<file path="src/rtl/string_escape_decoder_top_assert.svh">
// Assertion macros used by the string escape decoder top level.
`ifndef STRING_ESCAPE_DECODER_TOP_ASSERT_SVH
`define STRING_ESCAPE_DECODER_TOP_ASSERT_SVH

// Condition must never hold while out of reset.
`define SED_ASSERT_NEVER(label, clk, rst, cond, msg) \
  label: assert property (@(posedge clk) disable iff (rst) !(cond)) else $error(msg);

// Antecedent in a cycle implies consequent in the same cycle.
`define SED_ASSERT_IMPLY(label, clk, rst, ante, cons, msg) \
  label: assert property (@(posedge clk) disable iff (rst) (ante) |-> (cons)) else $error(msg);

`endif

</file>
<file path="src/rtl/sed_pkg.sv">
// Shared types and constants of the string escape decoder.
package sed_pkg;

  // Result kinds.
  localparam logic [1:0] KIND_BYTE     = 2'd0;
  localparam logic [1:0] KIND_CLOSE    = 2'd1;
  localparam logic [1:0] KIND_UNCLOSED = 2'd2;
  localparam logic [1:0] KIND_ERROR    = 2'd3;

  // Error codes.
  localparam logic [1:0] ERR_NONE     = 2'd0;
  localparam logic [1:0] ERR_ILLEGAL  = 2'd1;
  localparam logic [1:0] ERR_NEWLINE  = 2'd2;
  localparam logic [1:0] ERR_END      = 2'd3;

  // Configuration register indexes.
  localparam int          CFG_IDX_W       = 1;
  localparam logic [0:0]  CFG_QUOTE_BYTE  = 1'd0;
  localparam logic [0:0]  CFG_CLOSE_REQ   = 1'd1;

  // Configuration reset values.
  localparam logic [7:0]  QUOTE_RESET     = 8'h22;
  localparam logic        CLOSE_REQ_RESET = 1'b1;

  // Characters.
  localparam logic [7:0] CH_N          = 8'h6E;
  localparam logic [7:0] CH_R          = 8'h72;
  localparam logic [7:0] CH_B          = 8'h62;
  localparam logic [7:0] CH_T          = 8'h74;
  localparam logic [7:0] CH_F          = 8'h66;
  localparam logic [7:0] CH_SLASH      = 8'h2F;
  localparam logic [7:0] CH_BACKSLASH  = 8'h5C;
  localparam logic [7:0] CH_DQUOTE     = 8'h22;
  localparam logic [7:0] CH_APOS       = 8'h27;
  localparam logic [7:0] CH_LF         = 8'h0A;
  localparam logic [7:0] CH_CR         = 8'h0D;
  localparam logic [7:0] CH_BS         = 8'h08;
  localparam logic [7:0] CH_HT         = 8'h09;
  localparam logic [7:0] CH_FF         = 8'h0C;
  localparam logic [7:0] CH_0          = 8'h30;
  localparam logic [7:0] CH_7          = 8'h37;
  localparam logic [7:0] CH_UNDERSCORE = 8'h5F;

  // Result queue depth; one input item produces at most two results.
  localparam int RQ_DEPTH   = 4;
  localparam int RQ_PTR_W   = 2;
  localparam int RQ_LEVEL_W = 3;

  typedef struct packed {
    logic [1:0] kind;
    logic [7:0] value;
    logic [1:0] error_code;
    logic       last;
  } res_t;

  // Results produced by the decoder for one input item.
  typedef struct packed {
    logic [1:0] count;
    res_t       res0;
    res_t       res1;
  } dec_out_t;

  // Result queue status seen by the top level.
  typedef struct packed {
    logic [RQ_LEVEL_W-1:0] level;
    logic                  room_for_two;
  } rq_status_t;

endpackage

</file>
<file path="src/rtl/sed_decode.sv">
// Escape decoding logic and decode state of the string escape decoder.
module sed_decode (
  input  logic              clk,
  input  logic              rst,
  input  logic              fire,
  input  logic [7:0]        in_byte,
  input  logic              at_end,
  input  logic [7:0]        quote_byte,
  input  logic              close_required,
  output sed_pkg::dec_out_t dec_out
);
  import sed_pkg::*;

  typedef enum logic [1:0] {
    MODE_TEXT,
    MODE_ESCAPE,
    MODE_OCTAL
  } mode_t;

  mode_t      mode, mode_next;
  logic [7:0] octal_value, octal_value_next;

  // Normal text handling of the current byte.
  logic  t_has;
  res_t  t_res;
  mode_t t_mode;
  logic  is_octal_digit;

  assign is_octal_digit = (in_byte >= CH_0) && (in_byte <= CH_7);

  always_comb begin
    t_has  = 1'b0;
    t_mode = MODE_TEXT;
    t_res  = '{kind: KIND_BYTE, value: in_byte, error_code: ERR_NONE, last: 1'b1};
    if (at_end) begin
      t_has       = 1'b1;
      t_res.value = 8'd0;
      if (close_required) begin
        t_res.kind       = KIND_ERROR;
        t_res.error_code = ERR_END;
      end else begin
        t_res.kind = KIND_UNCLOSED;
      end
    end else if (in_byte == quote_byte) begin
      t_has       = 1'b1;
      t_res.kind  = KIND_CLOSE;
      t_res.value = 8'd0;
    end else if (in_byte == CH_BACKSLASH) begin
      t_mode = MODE_ESCAPE;
    end else if ((in_byte == CH_LF) && close_required) begin
      t_has            = 1'b1;
      t_res.kind       = KIND_ERROR;
      t_res.value      = 8'd0;
      t_res.error_code = ERR_NEWLINE;
    end else begin
      t_has = 1'b1;
    end
  end

  always_comb begin
    mode_next        = mode;
    octal_value_next = octal_value;
    dec_out.count    = 2'd0;
    dec_out.res0     = t_res;
    dec_out.res1     = t_res;
    unique case (mode)
      MODE_ESCAPE: begin
        mode_next        = MODE_TEXT;
        octal_value_next = 8'd0;
        dec_out.res0     = '{kind: KIND_BYTE, value: 8'd0, error_code: ERR_NONE, last: 1'b1};
        if (at_end) begin
          dec_out.count           = 2'd1;
          dec_out.res0.kind       = KIND_ERROR;
          dec_out.res0.error_code = ERR_END;
        end else if (is_octal_digit) begin
          mode_next        = MODE_OCTAL;
          octal_value_next = {5'd0, in_byte[2:0]};
        end else begin
          dec_out.count = 2'd1;
          unique case (in_byte)
            CH_N:         dec_out.res0.value = CH_LF;
            CH_R:         dec_out.res0.value = CH_CR;
            CH_B:         dec_out.res0.value = CH_BS;
            CH_T:         dec_out.res0.value = CH_HT;
            CH_F:         dec_out.res0.value = CH_FF;
            CH_BACKSLASH: dec_out.res0.value = CH_BACKSLASH;
            CH_SLASH:     dec_out.res0.value = CH_SLASH;
            CH_DQUOTE:    dec_out.res0.value = CH_DQUOTE;
            CH_APOS:      dec_out.res0.value = CH_APOS;
            CH_LF:        dec_out.count      = 2'd0;
            default: begin
              dec_out.res0.kind       = KIND_ERROR;
              dec_out.res0.error_code = ERR_ILLEGAL;
            end
          endcase
        end
      end
      MODE_OCTAL: begin
        if (!at_end && (in_byte == CH_UNDERSCORE)) begin
          mode_next = MODE_OCTAL;
        end else if (!at_end && is_octal_digit) begin
          octal_value_next = {octal_value[4:0], in_byte[2:0]};
        end else begin
          // The run ends: emit its value, then treat this byte as plain text.
          dec_out.res0     = '{kind: KIND_BYTE, value: octal_value,
                               error_code: ERR_NONE, last: !t_has};
          dec_out.res1     = t_res;
          dec_out.count    = t_has ? 2'd2 : 2'd1;
          mode_next        = t_mode;
          octal_value_next = 8'd0;
        end
      end
      default: begin
        dec_out.count    = {1'b0, t_has};
        mode_next        = t_mode;
        octal_value_next = 8'd0;
      end
    endcase
  end

  always_ff @(posedge clk) begin
    if (rst) begin
      mode        <= MODE_TEXT;
      octal_value <= 8'd0;
    end else if (fire) begin
      mode        <= mode_next;
      octal_value <= octal_value_next;
    end
  end

endmodule

</file>
<file path="src/rtl/sed_result_queue.sv">
// Result queue that takes up to two results a cycle and delivers one.
module sed_result_queue (
  input  logic                clk,
  input  logic                rst,
  input  logic [1:0]          push_count,
  input  sed_pkg::res_t       push_res0,
  input  sed_pkg::res_t       push_res1,
  input  logic                pop,
  output logic                head_valid,
  output sed_pkg::res_t       head,
  output sed_pkg::rq_status_t status
);
  import sed_pkg::*;

  res_t                  entries [RQ_DEPTH];
  logic [RQ_PTR_W-1:0]   wr_ptr, rd_ptr;
  logic [RQ_LEVEL_W-1:0] level;
  logic [RQ_PTR_W-1:0]   wr_ptr_plus1;

  assign wr_ptr_plus1        = wr_ptr + RQ_PTR_W'(1);
  assign head_valid          = (level != '0);
  assign head                = entries[rd_ptr];
  assign status.level        = level;
  assign status.room_for_two = (level <= RQ_LEVEL_W'(RQ_DEPTH - 2));

  always_ff @(posedge clk) begin
    if (push_count != 2'd0) begin
      entries[wr_ptr] <= push_res0;
    end
    if (push_count == 2'd2) begin
      entries[wr_ptr_plus1] <= push_res1;
    end
  end

  always_ff @(posedge clk) begin
    if (rst) begin
      wr_ptr <= '0;
      rd_ptr <= '0;
      level  <= '0;
    end else begin
      wr_ptr <= wr_ptr + RQ_PTR_W'(push_count);
      rd_ptr <= rd_ptr + RQ_PTR_W'(pop);
      level  <= level + RQ_LEVEL_W'(push_count) - RQ_LEVEL_W'(pop);
    end
  end

endmodule

</file>
<file path="src/rtl/string_escape_decoder_top.sv">
// Top level of the string escape decoder.
//
// The block decodes the body of a quoted string, one source byte per input
// transfer (in_byte, at_end on in_valid/in_ready), and sends decoded bytes and
// end-of-string events as result transfers (kind, value, error_code, last on
// out_valid/out_ready). One input byte gives zero, one or two results; last
// marks the final result caused by that byte.
// Configuration is written on cfg_valid/cfg_ready with cfg_index selecting
// the quote byte (index 0) or the close-required flag (index 1). The port is
// always ready and should only be written while the block is idle.
// With the queue empty, a result is offered once its input byte has passed the
// input register and been written into the result queue. Throughput: one input
// byte per cycle while each byte gives at most one result and the receiver keeps
// up; a byte that gives two results sends them one after the other on the
// single-result output port.
// A four-entry result queue parts the two sides, so input keeps flowing while
// the receiver stalls until the queue cannot take two more results.
// Synchronous reset returns the decoder to plain text mode, empties the queue
// and restores the quote byte to double quote with closing required.
module string_escape_decoder_top (
  input  logic                              clk,
  input  logic                              rst,
  input  logic                              in_valid,
  output logic                              in_ready,
  input  logic [7:0]                        in_byte,
  input  logic                              at_end,
  output logic                              out_valid,
  input  logic                              out_ready,
  output logic [1:0]                        kind,
  output logic [7:0]                        value,
  output logic [1:0]                        error_code,
  output logic                              last,
  input  logic                              cfg_valid,
  output logic                              cfg_ready,
  input  logic [sed_pkg::CFG_IDX_W-1:0]     cfg_index,
  input  logic [7:0]                        cfg_data
);
  import sed_pkg::*;

  // Configuration registers.
  logic [7:0] quote_byte;
  logic       close_required;

  // Input register.
  logic       inq_valid;
  logic [7:0] inq_byte;
  logic       inq_end;

  logic       dec_fire;
  dec_out_t   dec_out;
  rq_status_t rq_status;
  res_t       head;
  logic       pop;

  assign cfg_ready = 1'b1;

  always_ff @(posedge clk) begin
    if (rst) begin
      quote_byte     <= QUOTE_RESET;
      close_required <= CLOSE_REQ_RESET;
    end else if (cfg_valid && cfg_ready) begin
      unique case (cfg_index)
        CFG_QUOTE_BYTE: quote_byte     <= cfg_data;
        CFG_CLOSE_REQ:  close_required <= cfg_data[0];
        default: ;
      endcase
    end
  end

  // The registered byte is decoded once the queue can hold both results it
  // may give; the input register refills in the same cycle.
  assign dec_fire = inq_valid && rq_status.room_for_two;
  assign in_ready = !inq_valid || dec_fire;

  always_ff @(posedge clk) begin
    if (rst) begin
      inq_valid <= 1'b0;
    end else if (in_ready) begin
      inq_valid <= in_valid;
    end
  end

  always_ff @(posedge clk) begin
    if (in_valid && in_ready) begin
      inq_byte <= in_byte;
      inq_end  <= at_end;
    end
  end

  sed_decode u_decode (
    .clk            (clk),
    .rst            (rst),
    .fire           (dec_fire),
    .in_byte        (inq_byte),
    .at_end         (inq_end),
    .quote_byte     (quote_byte),
    .close_required (close_required),
    .dec_out        (dec_out)
  );

  assign pop = out_valid && out_ready;

  sed_result_queue u_result_queue (
    .clk        (clk),
    .rst        (rst),
    .push_count (dec_fire ? dec_out.count : 2'd0),
    .push_res0  (dec_out.res0),
    .push_res1  (dec_out.res1),
    .pop        (pop),
    .head_valid (out_valid),
    .head       (head),
    .status     (rq_status)
  );

  assign kind       = head.kind;
  assign value      = head.value;
  assign error_code = head.error_code;
  assign last       = head.last;

  `include "string_escape_decoder_top_assert.svh"

  `SED_ASSERT_NEVER(a_queue_level, clk, rst, rq_status.level > RQ_LEVEL_W'(RQ_DEPTH), "result queue overflow")
  `SED_ASSERT_IMPLY(a_event_value, clk, rst, out_valid && (kind != KIND_BYTE), (value == 8'd0) && last, "end-of-string result must carry zero value and last")
  `SED_ASSERT_IMPLY(a_error_code, clk, rst, out_valid, (kind == KIND_ERROR) == (error_code != ERR_NONE), "error code disagrees with result kind")
  `SED_ASSERT_IMPLY(a_pair_order, clk, rst, dec_fire && (dec_out.count == 2'd2), !dec_out.res0.last && dec_out.res1.last, "two-result item must mark only its second result last")

endmodule

</file>
<file path="config.mk">
export PLATFORM = sky130hd
export DESIGN_NAME = string_escape_decoder_top
export DESIGN_NICKNAME = d
export VERILOG_FILES = /design/src/rtl/sed_pkg.sv /design/src/rtl/sed_decode.sv /design/src/rtl/sed_result_queue.sv /design/src/rtl/string_escape_decoder_top.sv
export VERILOG_INCLUDE_DIRS = /design/src /design/src/rtl
export SDC_FILE = /design/constraint.sdc
export NUM_CORES = 1
export LEC_CHECK = 0
export BUFFER_PORTS_ARGS = -buffer_cell sky130_fd_sc_hd__buf_2
export CORE_AREA = 2 2 114 116
export DETAILED_ROUTE_END_ITERATION = 7
export DIE_AREA = 0 0 116 118
export SLEW_MARGIN = 20
export SYNTH_ARGS = -nofsm -noshare
export SYNTH_HDL_FRONTEND = slang
export SYNTH_SLANG_ARGS = --single-unit
</file>
<file path="constraint.sdc">
create_clock -name clk -period 7.8 [get_ports clk]
set_clock_uncertainty 0.15 [all_clocks]
set_input_delay 0.39 -clock clk [delete_from_list [all_inputs] [get_ports clk]]
set_output_delay 0.39 -clock clk [all_outputs]
set_load 0.03 [all_outputs]
</file>
* Word level (Yosys, flattened, before mapping)
Memories as Yosys holds them, arrays and structs flattened. A register that Yosys moved wholly into a read port is not among the register bits. Index checks and enable logic that the tools add are counted.
Storage, ports and cells: input bits 23, logic and storage cells 98, bits in writable memories 52, output and inout port bits 16, flip-flop bits (word level) 36, memories 1
Cells by class: eq/ne operators 17, reductions and logical operators 18, muxes and demuxes 43, magnitude comparators 3, $add $sub $neg 5, bitwise logic cells 1
Memories:
- u_result_queue.entries | depth 4, width 13, read ports 1, clocked after memory_dff 1, write ports 2, line sed_result_queue.sv:15 | res_t entries [RQ_DEPTH];
Operators with widths (number):
- $pmux 7 s9 | 1
- $eq 8x7->1 const B | 7
- $mux 28 | 2
- $mux 12 | 3
- $mux 8 | 4
- $mux 13 | 2
- $mux 2 | 13
- $pmux 13 s2 | 1
- $eq 8x6->1 const B | 3
- $pmux 8 s2 | 1
- $mux 1 | 11
- $mux 10 | 1
- $reduce_or 10->1 | 1
- $eq 8x4->1 const B | 1
- $eq 8x8->1 | 1
- $ge 8x6->1 const B | 1
- $le 8x6->1 const B | 1
- $pmux 2 s2 | 2
- $reduce_and 2->1 | 4
- $logic_and 1x1->1 | 7
- $eq 2x2->1 const B | 2
- $mux 4 | 1
- $add 3x2->3 | 1
- $le 3x2->1 const B | 1
- 13 further kinds | 15

* Depth between registers and ports, before layout
Gate-level depths: netlist of the first run.
word-level depth 13, depth in mapped cells 15, gate-level depth less buffers 15

* By module
Synthesis of the first run repeated with hierarchy kept, for this count alone.
Unflattened totals: cells, all modules 408, area, all modules 5144.9 µm²
Modules (own cells, without submodules):
- sed_result_queue | area an instance 3006.6 µm², instances 1, cells each 167, seq. area each 1701.6 µm²
- sed_decode | area an instance 1403.8 µm², instances 1, cells each 183, seq. area each 200.2 µm²
- string_escape_decoder_top | area an instance 734.5 µm², instances 1, cells each 58, seq. area each 470.5 µm²

* Worst setup path before layout of the first run
No wires, ideal clock.
path kind reg-to-reg, from register u_decode.mode[0], to register u_result_queue.level[2], clock period less this slack 2964 ps, buffers on the path 0, library setup time 128 ps, slack 4836 ps, arrival 2687 ps, required time 7522 ps, cell stages (with the launch flop) 16, cells stage by stage dfxtp_1 > inv_1 > ha_1 > inv_1 > a41o_1 > nor2_1 > a21oi_1 > nor2_1 > inv_1 > ha_1 > inv_1 > ha_1 > fa_1 > xor2_1 > xnor2_1 > nor2_1
On the way: longest elaborated chain between the ends 5, elaborated cells between the ends (all ways) 6, those cells by class add/sub: 2; eq/ne: 2; mux: 2
Ends and longest elaborated chain:
- start: declaration | line sed_decode.sv:20 | mode_t mode, mode_next;
- start signal: assignment | line sed_decode.sv:126 | mode <= mode_next;
- $eq 2x2->1 / $eq 2x1->1 (equally long branches) | line sed_decode.sv:66 | unique case (mode)
- $pmux 2 s2 * | line sed_decode.sv:66
- $mux 2 * | line string_escape_decoder_top.sv:106 | .push_count (dec_fire ? dec_out.count : 2'd0),
- $add 3x2->3 * | line sed_result_queue.sv:43 | level <= level + RQ_LEVEL_W'(push_count) - RQ_LEVEL_W'(pop);
- $sub 3x1->3 * | line sed_result_queue.sv:43
- end signal: assignment | line sed_result_queue.sv:43
- end: declaration | line sed_result_queue.sv:17 | logic [RQ_LEVEL_W-1:0] level;
Mark *: on every way between the ends. The rest lies on a longest branch, timed or not. A chain may end at the register's enable or synchronous reset.

==> results.md, run 1 <==
- Status: complete, no violations
- Root Buffer Master: clkbuf_16
- WP data required: 7.58 ns
- Post-CTS setup buffer count: 0
- # H-tree levels: 3
- Sw Ratio: 0.3139
- DRT Pass-1 Iters: 5
- CP peak stage delay: about 0.95 ns
- Post-route ant nets: 0
- Global placer's final weighted congestion: 0.9164
- Leakage power: between 1.5 and 2 nW
- Area occupied by multi-input gates: between 0.002 and 0.0025 mm²
- Post-synth EDFFs: 57
- Clk sink count: a little under 90
- Post-CTS sizing: 0
- WHS: between 0.05 and 0.06 ns
- Ys flop type: edfxtp_1
- Global-route wire length before repair: a little under 20 mm
- Hold endpoint: inq_byte[6]
- Sum Neg Setup Slack: 0 ns
- Mux contribution to synthesized area: 0.06614
- DRC errors left: 0
- Max-slew violation count: 0
- Simple-gate area share of the yosys netlist: 0.1812
- Number of CTS-inserted buffers: 9
- Count of final hold-check violations: 0
- N_diodes: 0
- CTS tree: done
- R2R Path Start: inq_byte[2]
- DR WL/cell: ~19 µm
- Max Fclk: between 200 and 250 MHz
- Metal3 WL: between 600 and 700 µm
- R2r setup slk: about 3.7 ns
- Largest net degree at the start of global routing: 28
- Met2 wire length: around 6.0 mm
- Flops & latches, synth: 88
- Drt total wl: around 12 mm
- Hold Path Depth: 1
- Power share of the clock group: 0.324
- Ys Warns: 0
- Seq. cell area: 0.002332 mm²
- Cell area after synthesis: 0.004881 mm²
- Initial antenna violation count: 0
- Vias in the first global route: roughly 3600
- Fin crit period: 4.088 ns
- Cells on worst reg2reg path: 5
- Post-synthesis adder-cell area fraction: 0.02205
- Crit-path slowest cell: a41oi_1
- Die W: 116 µm
- Syn nets: approximately 490
- Max rail drop VDD: 0.1176 mV
- Critical Path Fanout Max: 16
- # setup viols final: 0
- Clock Path Buffers: 2
- GR Util All Layers: 0.1911
- Initial detailed-routing violation count: between 300 and 400
- Post-DP HPWL: ~9.3 mm
- Slew at the pin closest to its max-slew limit: ~1.1 ns
- Area growth, synth to finish: 10.72%
- Clock latency on the worst-skew pair: roughly 0.35 ns
- Seq/Total Area, Yosys: 0.4778
- Cts hold-fix bufs: 0
- CP Class: reg2reg
- Uppermost layer routed: met4
- # IOs: 39
- Share of cells above drive strength 1: 0.1828
- Initial Util: 0.3932
- Die Height: 118 µm
- GRT overflow: 0
- Async S/R FF share, synth: 0
- Area fraction in compound gates after synthesis: 0.1823
- Cell taking the most area after synthesis: edfxtp_1
- Hold Crit Start: in_byte[6]
- Crit-path cells: nand4bb_1 -> nor3_2 -> o2111ai_1 -> a41oi_1 -> nand2_1
- Crit. End Element: flip-flop
- Share of the synthesized area in the top cell type: 0.3507
- Int Power: ~0.9 mW
- # rows: approximately 40
- Critical path launch point type: flip-flop
- Worst-path clk slew: ~0.07 ns
- Fillers: between 1000 and 1500
- Final net count: 502
- Reg2reg end: u_result_queue.entries[1][4]
- Syn_area_per_cell: 10.75 µm²
- CP arrival: 3.87 ns
- Max Cap Violations: 0
- Sequential share of power: 0.444
- XOR/XNOR Fraction of Synth Area: 0.02512
- Sw Pwr: about 0.42 mW
- Final Cycle Share: 0.5241
- Port Buffers: 37
- Largest family of logic cells by synthesized area: compound AO/OA/AOI/OAI gates
- Top post-synthesis cells by area: edfxtp_1 35%, dfxtp_1 13%, mux4_2 6.0%
- Slew headroom: 0.2876
- RSZ-0062 raised after global routing: false
- Via Count: between 3000 and 4000
- PwrDens: 246.6 mW/mm²
- Combinational Power Share: 0.232
- Core area: 0.01241 mm²
- Die Area: roughly 0.014 mm²
- Met1 Wirelength: around 5.5 mm
- Vias per cell: 5.744
- Post-synthesis cell count: 454
- Synth unique cells: 74
- HP Class: in2reg
per-stage QoR:
step / setup WS, ns / cell area [µm²] / util / total power [mW] / cells
global route: 3.514 / 5404 / 0.4353 / 1.396 / 648
CTS: 3.748 / 5404 / 0.4353 / 1.346 / 648
global placement: 3.828 / 5109 / 0.4115 / 0.9086 / 632
detailed placement: 3.787 / 5109 / 0.4115 / 0.9127 / 632
floorplan: 4.836 / 4881 / - / 0.8276 / 454
finish: 3.712 / 5404 / 0.4353 / 1.332 / 648
cells in the final DEF (no fill, tap or decap), types with 3 or more instances in the layout:
master | Yosys | routed
a22o_1 | 3 | 3
o221ai_1 | 3 | 3
mux2i_1 | 3 | 3
a22oi_1 | 12 | 12
nor3_2 | 3 | 3
and2_1 | 8 | 8
or2b_1 | 3 | 3
buf_2 | 5 | 37
nor4_1 | 4 | 4
nand4_1 | 6 | 6
ha_1 | 7 | 7
o211ai_1 | 6 | 6
nand2b_1 | 12 | 12
xnor2_1 | 13 | 13
nor2b_1 | 10 | 10
nand3_1 | 8 | 8
or2_2 | 5 | 5
edfxtp_1 | 57 | 57
clkbuf_16 | 0 | 9
a21oi_1 | 23 | 23
o2bb2ai_1 | 8 | 8
nand2_2 | 3 | 3
nand2_1 | 46 | 46
inv_1 | 12 | 12
nand3b_1 | 3 | 3
o21ai_0 | 9 | 9
o22ai_1 | 35 | 35
dfxtp_1 | 31 | 31
nor2_1 | 26 | 26
nor3b_1 | 4 | 4
mux4_2 | 13 | 13
synth_stat cells, drive strengths merged, types with 4 or more instances:
library cell and n:
edfxtp 57, nand3 10, dfxtp 31, o21ai 9, a21oi 24, a22oi 12, o2bb2ai 8, nand2 49
nor3 5, nand4 7, xnor2 13, mux4 13, o211ai 6, nand2b 12, o22ai 36, buf 14
nor2 26, inv 12, nor4 5, and2 8, nor3b 4, or2 5, nor2b 10, clkbuf 17
ha 7
kinds of logic (layout without fill, tap and decap cells):
logic type,after synthesis,in the layout
AO/OA/AOI/OAI,126,126
XOR/XNOR,14,14
adder cells (fa/ha/maj),8,8
buffers and inverters,43,65
flip-flops,88,88
multiplexers,16,16
other,1,1
AND/OR/NAND/NOR,158,158
final cells by class:
cell class	instances	area share
Clock buffer	9	0.04168
Clock inverter	7	0.01297
Inverter	12	0.008335
Multi-Input combinational cell	323	0.4314
Sequential cell	88	0.4316
Tap cell	172	0.03982
Timing Repair Buffer	37	0.03427
sequential cells by signal (all words and copies together), names as in the netlist:
signal / cells
u_decode.mode: 2
quote_byte: 8
u_result_queue.entries: 52
inq_valid: 1
close_required: 1
u_result_queue.rd_ptr: 2
inq_end: 1
u_decode.octal_value: 8
u_result_queue.wr_ptr: 2
u_result_queue.level: 3
inq_byte: 8
layer usage:
| layer | track usage | vias up |
|---|---|---|
| met5 | 0 | - |
| met1 | 0.2525 | 1811 |
| met3 | 0.03759 | 20 |
| met4 | 0.07664 | 0 |
| li1 | - | 1763 |
| met2 | 0.3059 | 128 |
worst max-delay path by stage:
stage | slack, ns | depth (start not counted) | end | startpoint
6_report | 3.71 | 5 | u_result_queue.entries[1][4] | inq_byte[2]
3_5_place_dp | 3.79 | 5 | u_result_queue.entries[1][6] | inq_byte[2]
5_1_grt | 3.51 | 5 | u_result_queue.entries[1][11] | inq_byte[2]
2_1_floorplan | 4.84 | 15 | u_result_queue.level[2] | u_decode.mode[0]
4_1_cts | 3.75 | 5 | u_result_queue.entries[1][1] | inq_byte[2]
3_3_place_gp | 3.83 | 5 | u_result_queue.entries[1][6] | inq_byte[2]
power by group through the flow:
stage / clock [mW] / sequential, mW / combinational, mW
final: 0.431 / 0.592 / 0.309
after CTS: 0.441 / 0.594 / 0.310
after global routing: 0.461 / 0.600 / 0.336
after global placement: 0 / 0.602 / 0.306
after detailed placement: 0 / 0.604 / 0.309
after floorplan: 0 / 0.560 / 0.267
worst max-delay path: cells and delay by family (launching register included):
| family | cells | cell delay (ns) |
|---|---|---|
| AND/OR/NAND/NOR | 3 | 1.50 |
| flip-flops | 1 | 0.70 |
| AO/OA/AOI/OAI | 2 | 1.30 |
Power figures use the tool's default switching activity.
==> run 2, diff against run 1 <==
ABC_AREA = 1   (was unset)
CORE_AREA = 2 2 116 118   (was 2 2 114 116)
DIE_AREA = 0 0 118 120   (was 0 0 116 118)
clock period = 3.9 ns   (was 7.8 ns; I/O delays follow)
==> results.md, run 2 <==
- Worst-path clk slew: around 0.07 ns
- Synth unique cells: 38
- Syn nets: roughly 700
- Top-count cell post-synth: nand2_1
- Clock Path Buffers: 2
- Drt total wl: about 13 mm
- N_diodes: 0
- Cell taking the most area after synthesis: edfxtp_1
- Crit. End Element: flip-flop
- Vias per cell: ~5.0
- GRT overflow: 0
- Int Power: around 1.9 mW
- Max FFs per register: between 50 and 60
- Port Buffers: 37
- Initial Util: 0.3876
- Number of CTS-inserted buffers: 9
- Sum Neg Setup Slack: 0 ns
- # rows: 42
- WP data required: slightly above 4 ns
- Die Area: around 0.014 mm²
- Largest Register: u_result_queue.entries
- Share of the synthesized area in the top cell type: 0.3402
- Final Cycle Share: 0.8040
- Post-synth EDFFs: 57
- Status: complete, no violations
- Die Height: around 120 µm
- Async S/R FF share, synth: 0
- # IOs: 39
- R2R Path Start: u_decode.mode[0]
- Max rail drop VDD: 0.2582 mV
- GR Util All Layers: 0.1984
- Sw Ratio: 0.3824
- Syn_area_per_cell: between 7 and 8 µm²
- Slew headroom: 0.4917
- Post-DP HPWL: around 10 mm
- Commonest non-fill, non-tap cell in the layout: nand2_1
- Cells on worst reg2reg path: 14
- Core area: ~0.013 mm²
- CP arrival: 3.27 ns
- Cell area after synthesis: about 0.005 mm²
- Count of final hold-check violations: 0
- CTS tree: done
- Ys flop type: edfxtp_1
- HP Class: in2reg
- Largest net degree at the start of global routing: 38
- Post-route ant nets: 0
- Total design power: about 3.1 mW
- Slew at the pin closest to its max-slew limit: between 0.7 and 0.8 ns
- Top post-synthesis cells by area: edfxtp_1 34%, nand2_1 15%, dfxtp_1 12%
- Leakage power: around 2.6 nW
- Most frequent cells in the layout: 203 x nand2_1, 69 x nor2_1, 58 x nand3_1
- Seq/Total Area, Yosys: 0.4636
- Vias in the first global route: between 4000 and 5000
- DR WL/cell: 15.03 µm
- # setup viols final: 0
- Reg2reg end: u_result_queue.level[2]
- DRC errors left: 0
- R2r setup slk: around 0.76 ns
- CP Class: reg2reg
- Clk sink count: about 90
- Max Cap Violations: 0
- Ys Warns: 0
- Sequential share of power: 0.381
- Fin crit period: 3.136 ns
- Sw Pwr: 1.168 mW
- Power share of the clock group: 0.281
- Die W: about 120 µm
- Final net count: 739
- Root Buffer Master: clkbuf_16
- Post-synthesis cell count: around 660
- DRT Pass-1 Iters: 5
- WHS: roughly 0.075 ns
- Post-CTS setup buffer count: 0
- Hold Crit Start: rst
- Critical path launch point type: flip-flop
- Initial detailed-routing violation count: approximately 230
- Global-route wire length before repair: 22.03 mm
- RSZ-0062 raised after global routing: false
- Hold endpoint: u_result_queue.level[0]
- PwrDens: ~520 mW/mm²
- Fillers: about 1300
- # H-tree levels: 3
- Max Fclk: roughly 320 MHz
- Critical Path Fanout Max: 14
- Via Count: around 4500
- Combinational Power Share: 0.338
- Hold Path Depth: 2
- Flops & latches, synth: 88
- Initial antenna violation count: 0
- Post-synth top cells: 203 x nand2_1, 69 x nor2_1, 58 x nand3_1, 57 x edfxtp_1, 55 x inv_1
- Area growth, synth to finish: 15.79%
- Clock latency on the worst-skew pair: between 0.3 and 0.4 ns
- Max-slew violation count: 0
- Global placer's final weighted congestion: roughly 0.9
- Share of cells above drive strength 1: 0.1262
run 2: area by class of cell:
type                       instances  area [µm²]  area share
inverter                          68       257.7     0.04424
multi-input combinational        480        2313      0.3971
sequential                        88        2332      0.4003
tap                              176       220.2     0.03780
clock inverter                     5       56.30    0.009665
timing repair buffer              61       412.9     0.07088
clock buffer                      11       232.7     0.03995
run 2: stage by stage:
step	setup WS, ns	std cells	instance area, µm²	util
final	0.7645	889	5826	0.4488
after detailed placement	0.7922	854	5343	0.4116
after global placement	0.8808	854	5343	0.4116
after CTS	0.7749	889	5822	0.4485
after global routing	0.4925	889	5826	0.4488
after floorplan	1.119	663	5031	-
run 2: worst max path at each step:
stage          slack, ns        startpoint  cells after the start                      end
6_report            0.76  u_decode.mode[0]                     14  u_result_queue.level[2]
5_1_grt             0.49  u_decode.mode[0]                     14  u_result_queue.level[2]
4_1_cts             0.77  u_decode.mode[0]                     14  u_result_queue.level[2]
3_5_place_dp        0.79  u_decode.mode[0]                     14  u_result_queue.level[2]
3_3_place_gp        0.88  u_decode.mode[0]                     14  u_result_queue.level[2]
2_1_floorplan       1.12  u_decode.mode[0]                     15  u_result_queue.level[2]
run 2: timing repair:
| action | 4_1_cts | 5_1_grt |
|---|---|---|
| hold buffers | 19 | 0 |
| endpoints found under the hold margin | 19 | 0 |
| resized for setup | 0 | 0 |
run 2: kinds of logic (layout without fill, tap and decap cells):
logic type	count (synthesis)	in the layout	share of synthesized area
buf+inv	95	145	0.07734
compound gates	94	94	0.1012
fa+ha+maj	8	8	0.02139
flops	88	88	0.4636
simple gates	369	369	0.3218
other cells	1	1	0.0007454
xor+xnor	8	8	0.01393
run 2: routing by layer:
metal,vias to the layer above,routed length [µm],global-route usage
met5,-,0,0
met1,2074,6028,0.2557
met2,119,6472,0.3379
met4,0,173,0.05120
met3,13,688,0.04420
li1,2276,-,-
run 2: worst max-delay path, cell delays in order, from the launching register on:
cell	delay, ns
dfxtp_1	0.35
inv_1	0.06
ha_1	0.49
inv_1	0.29
nand3_1	0.15
nand2_1	0.06
nand2_1	0.09
nand2_4	0.12
ha_1	0.30
inv_1	0.04
ha_1	0.18
fa_1	0.37
xor2_1	0.18
o21ai_0	0.09
a21oi_1	0.14
run 2: power by group through the flow:
| stage | sequential (mW) | clock [mW] | combinational [mW] |
|---|---|---|---|
| 2_1_floorplan | 1.16 | 0 | 0.762 |
| 3_3_place_gp | 1.18 | 0 | 1.01 |
| 4_1_cts | 1.16 | 0.880 | 1.04 |
| 6_report | 1.16 | 0.857 | 1.03 |
| 5_1_grt | 1.18 | 0.916 | 1.15 |
| 3_5_place_dp | 1.18 | 0 | 1.02 |
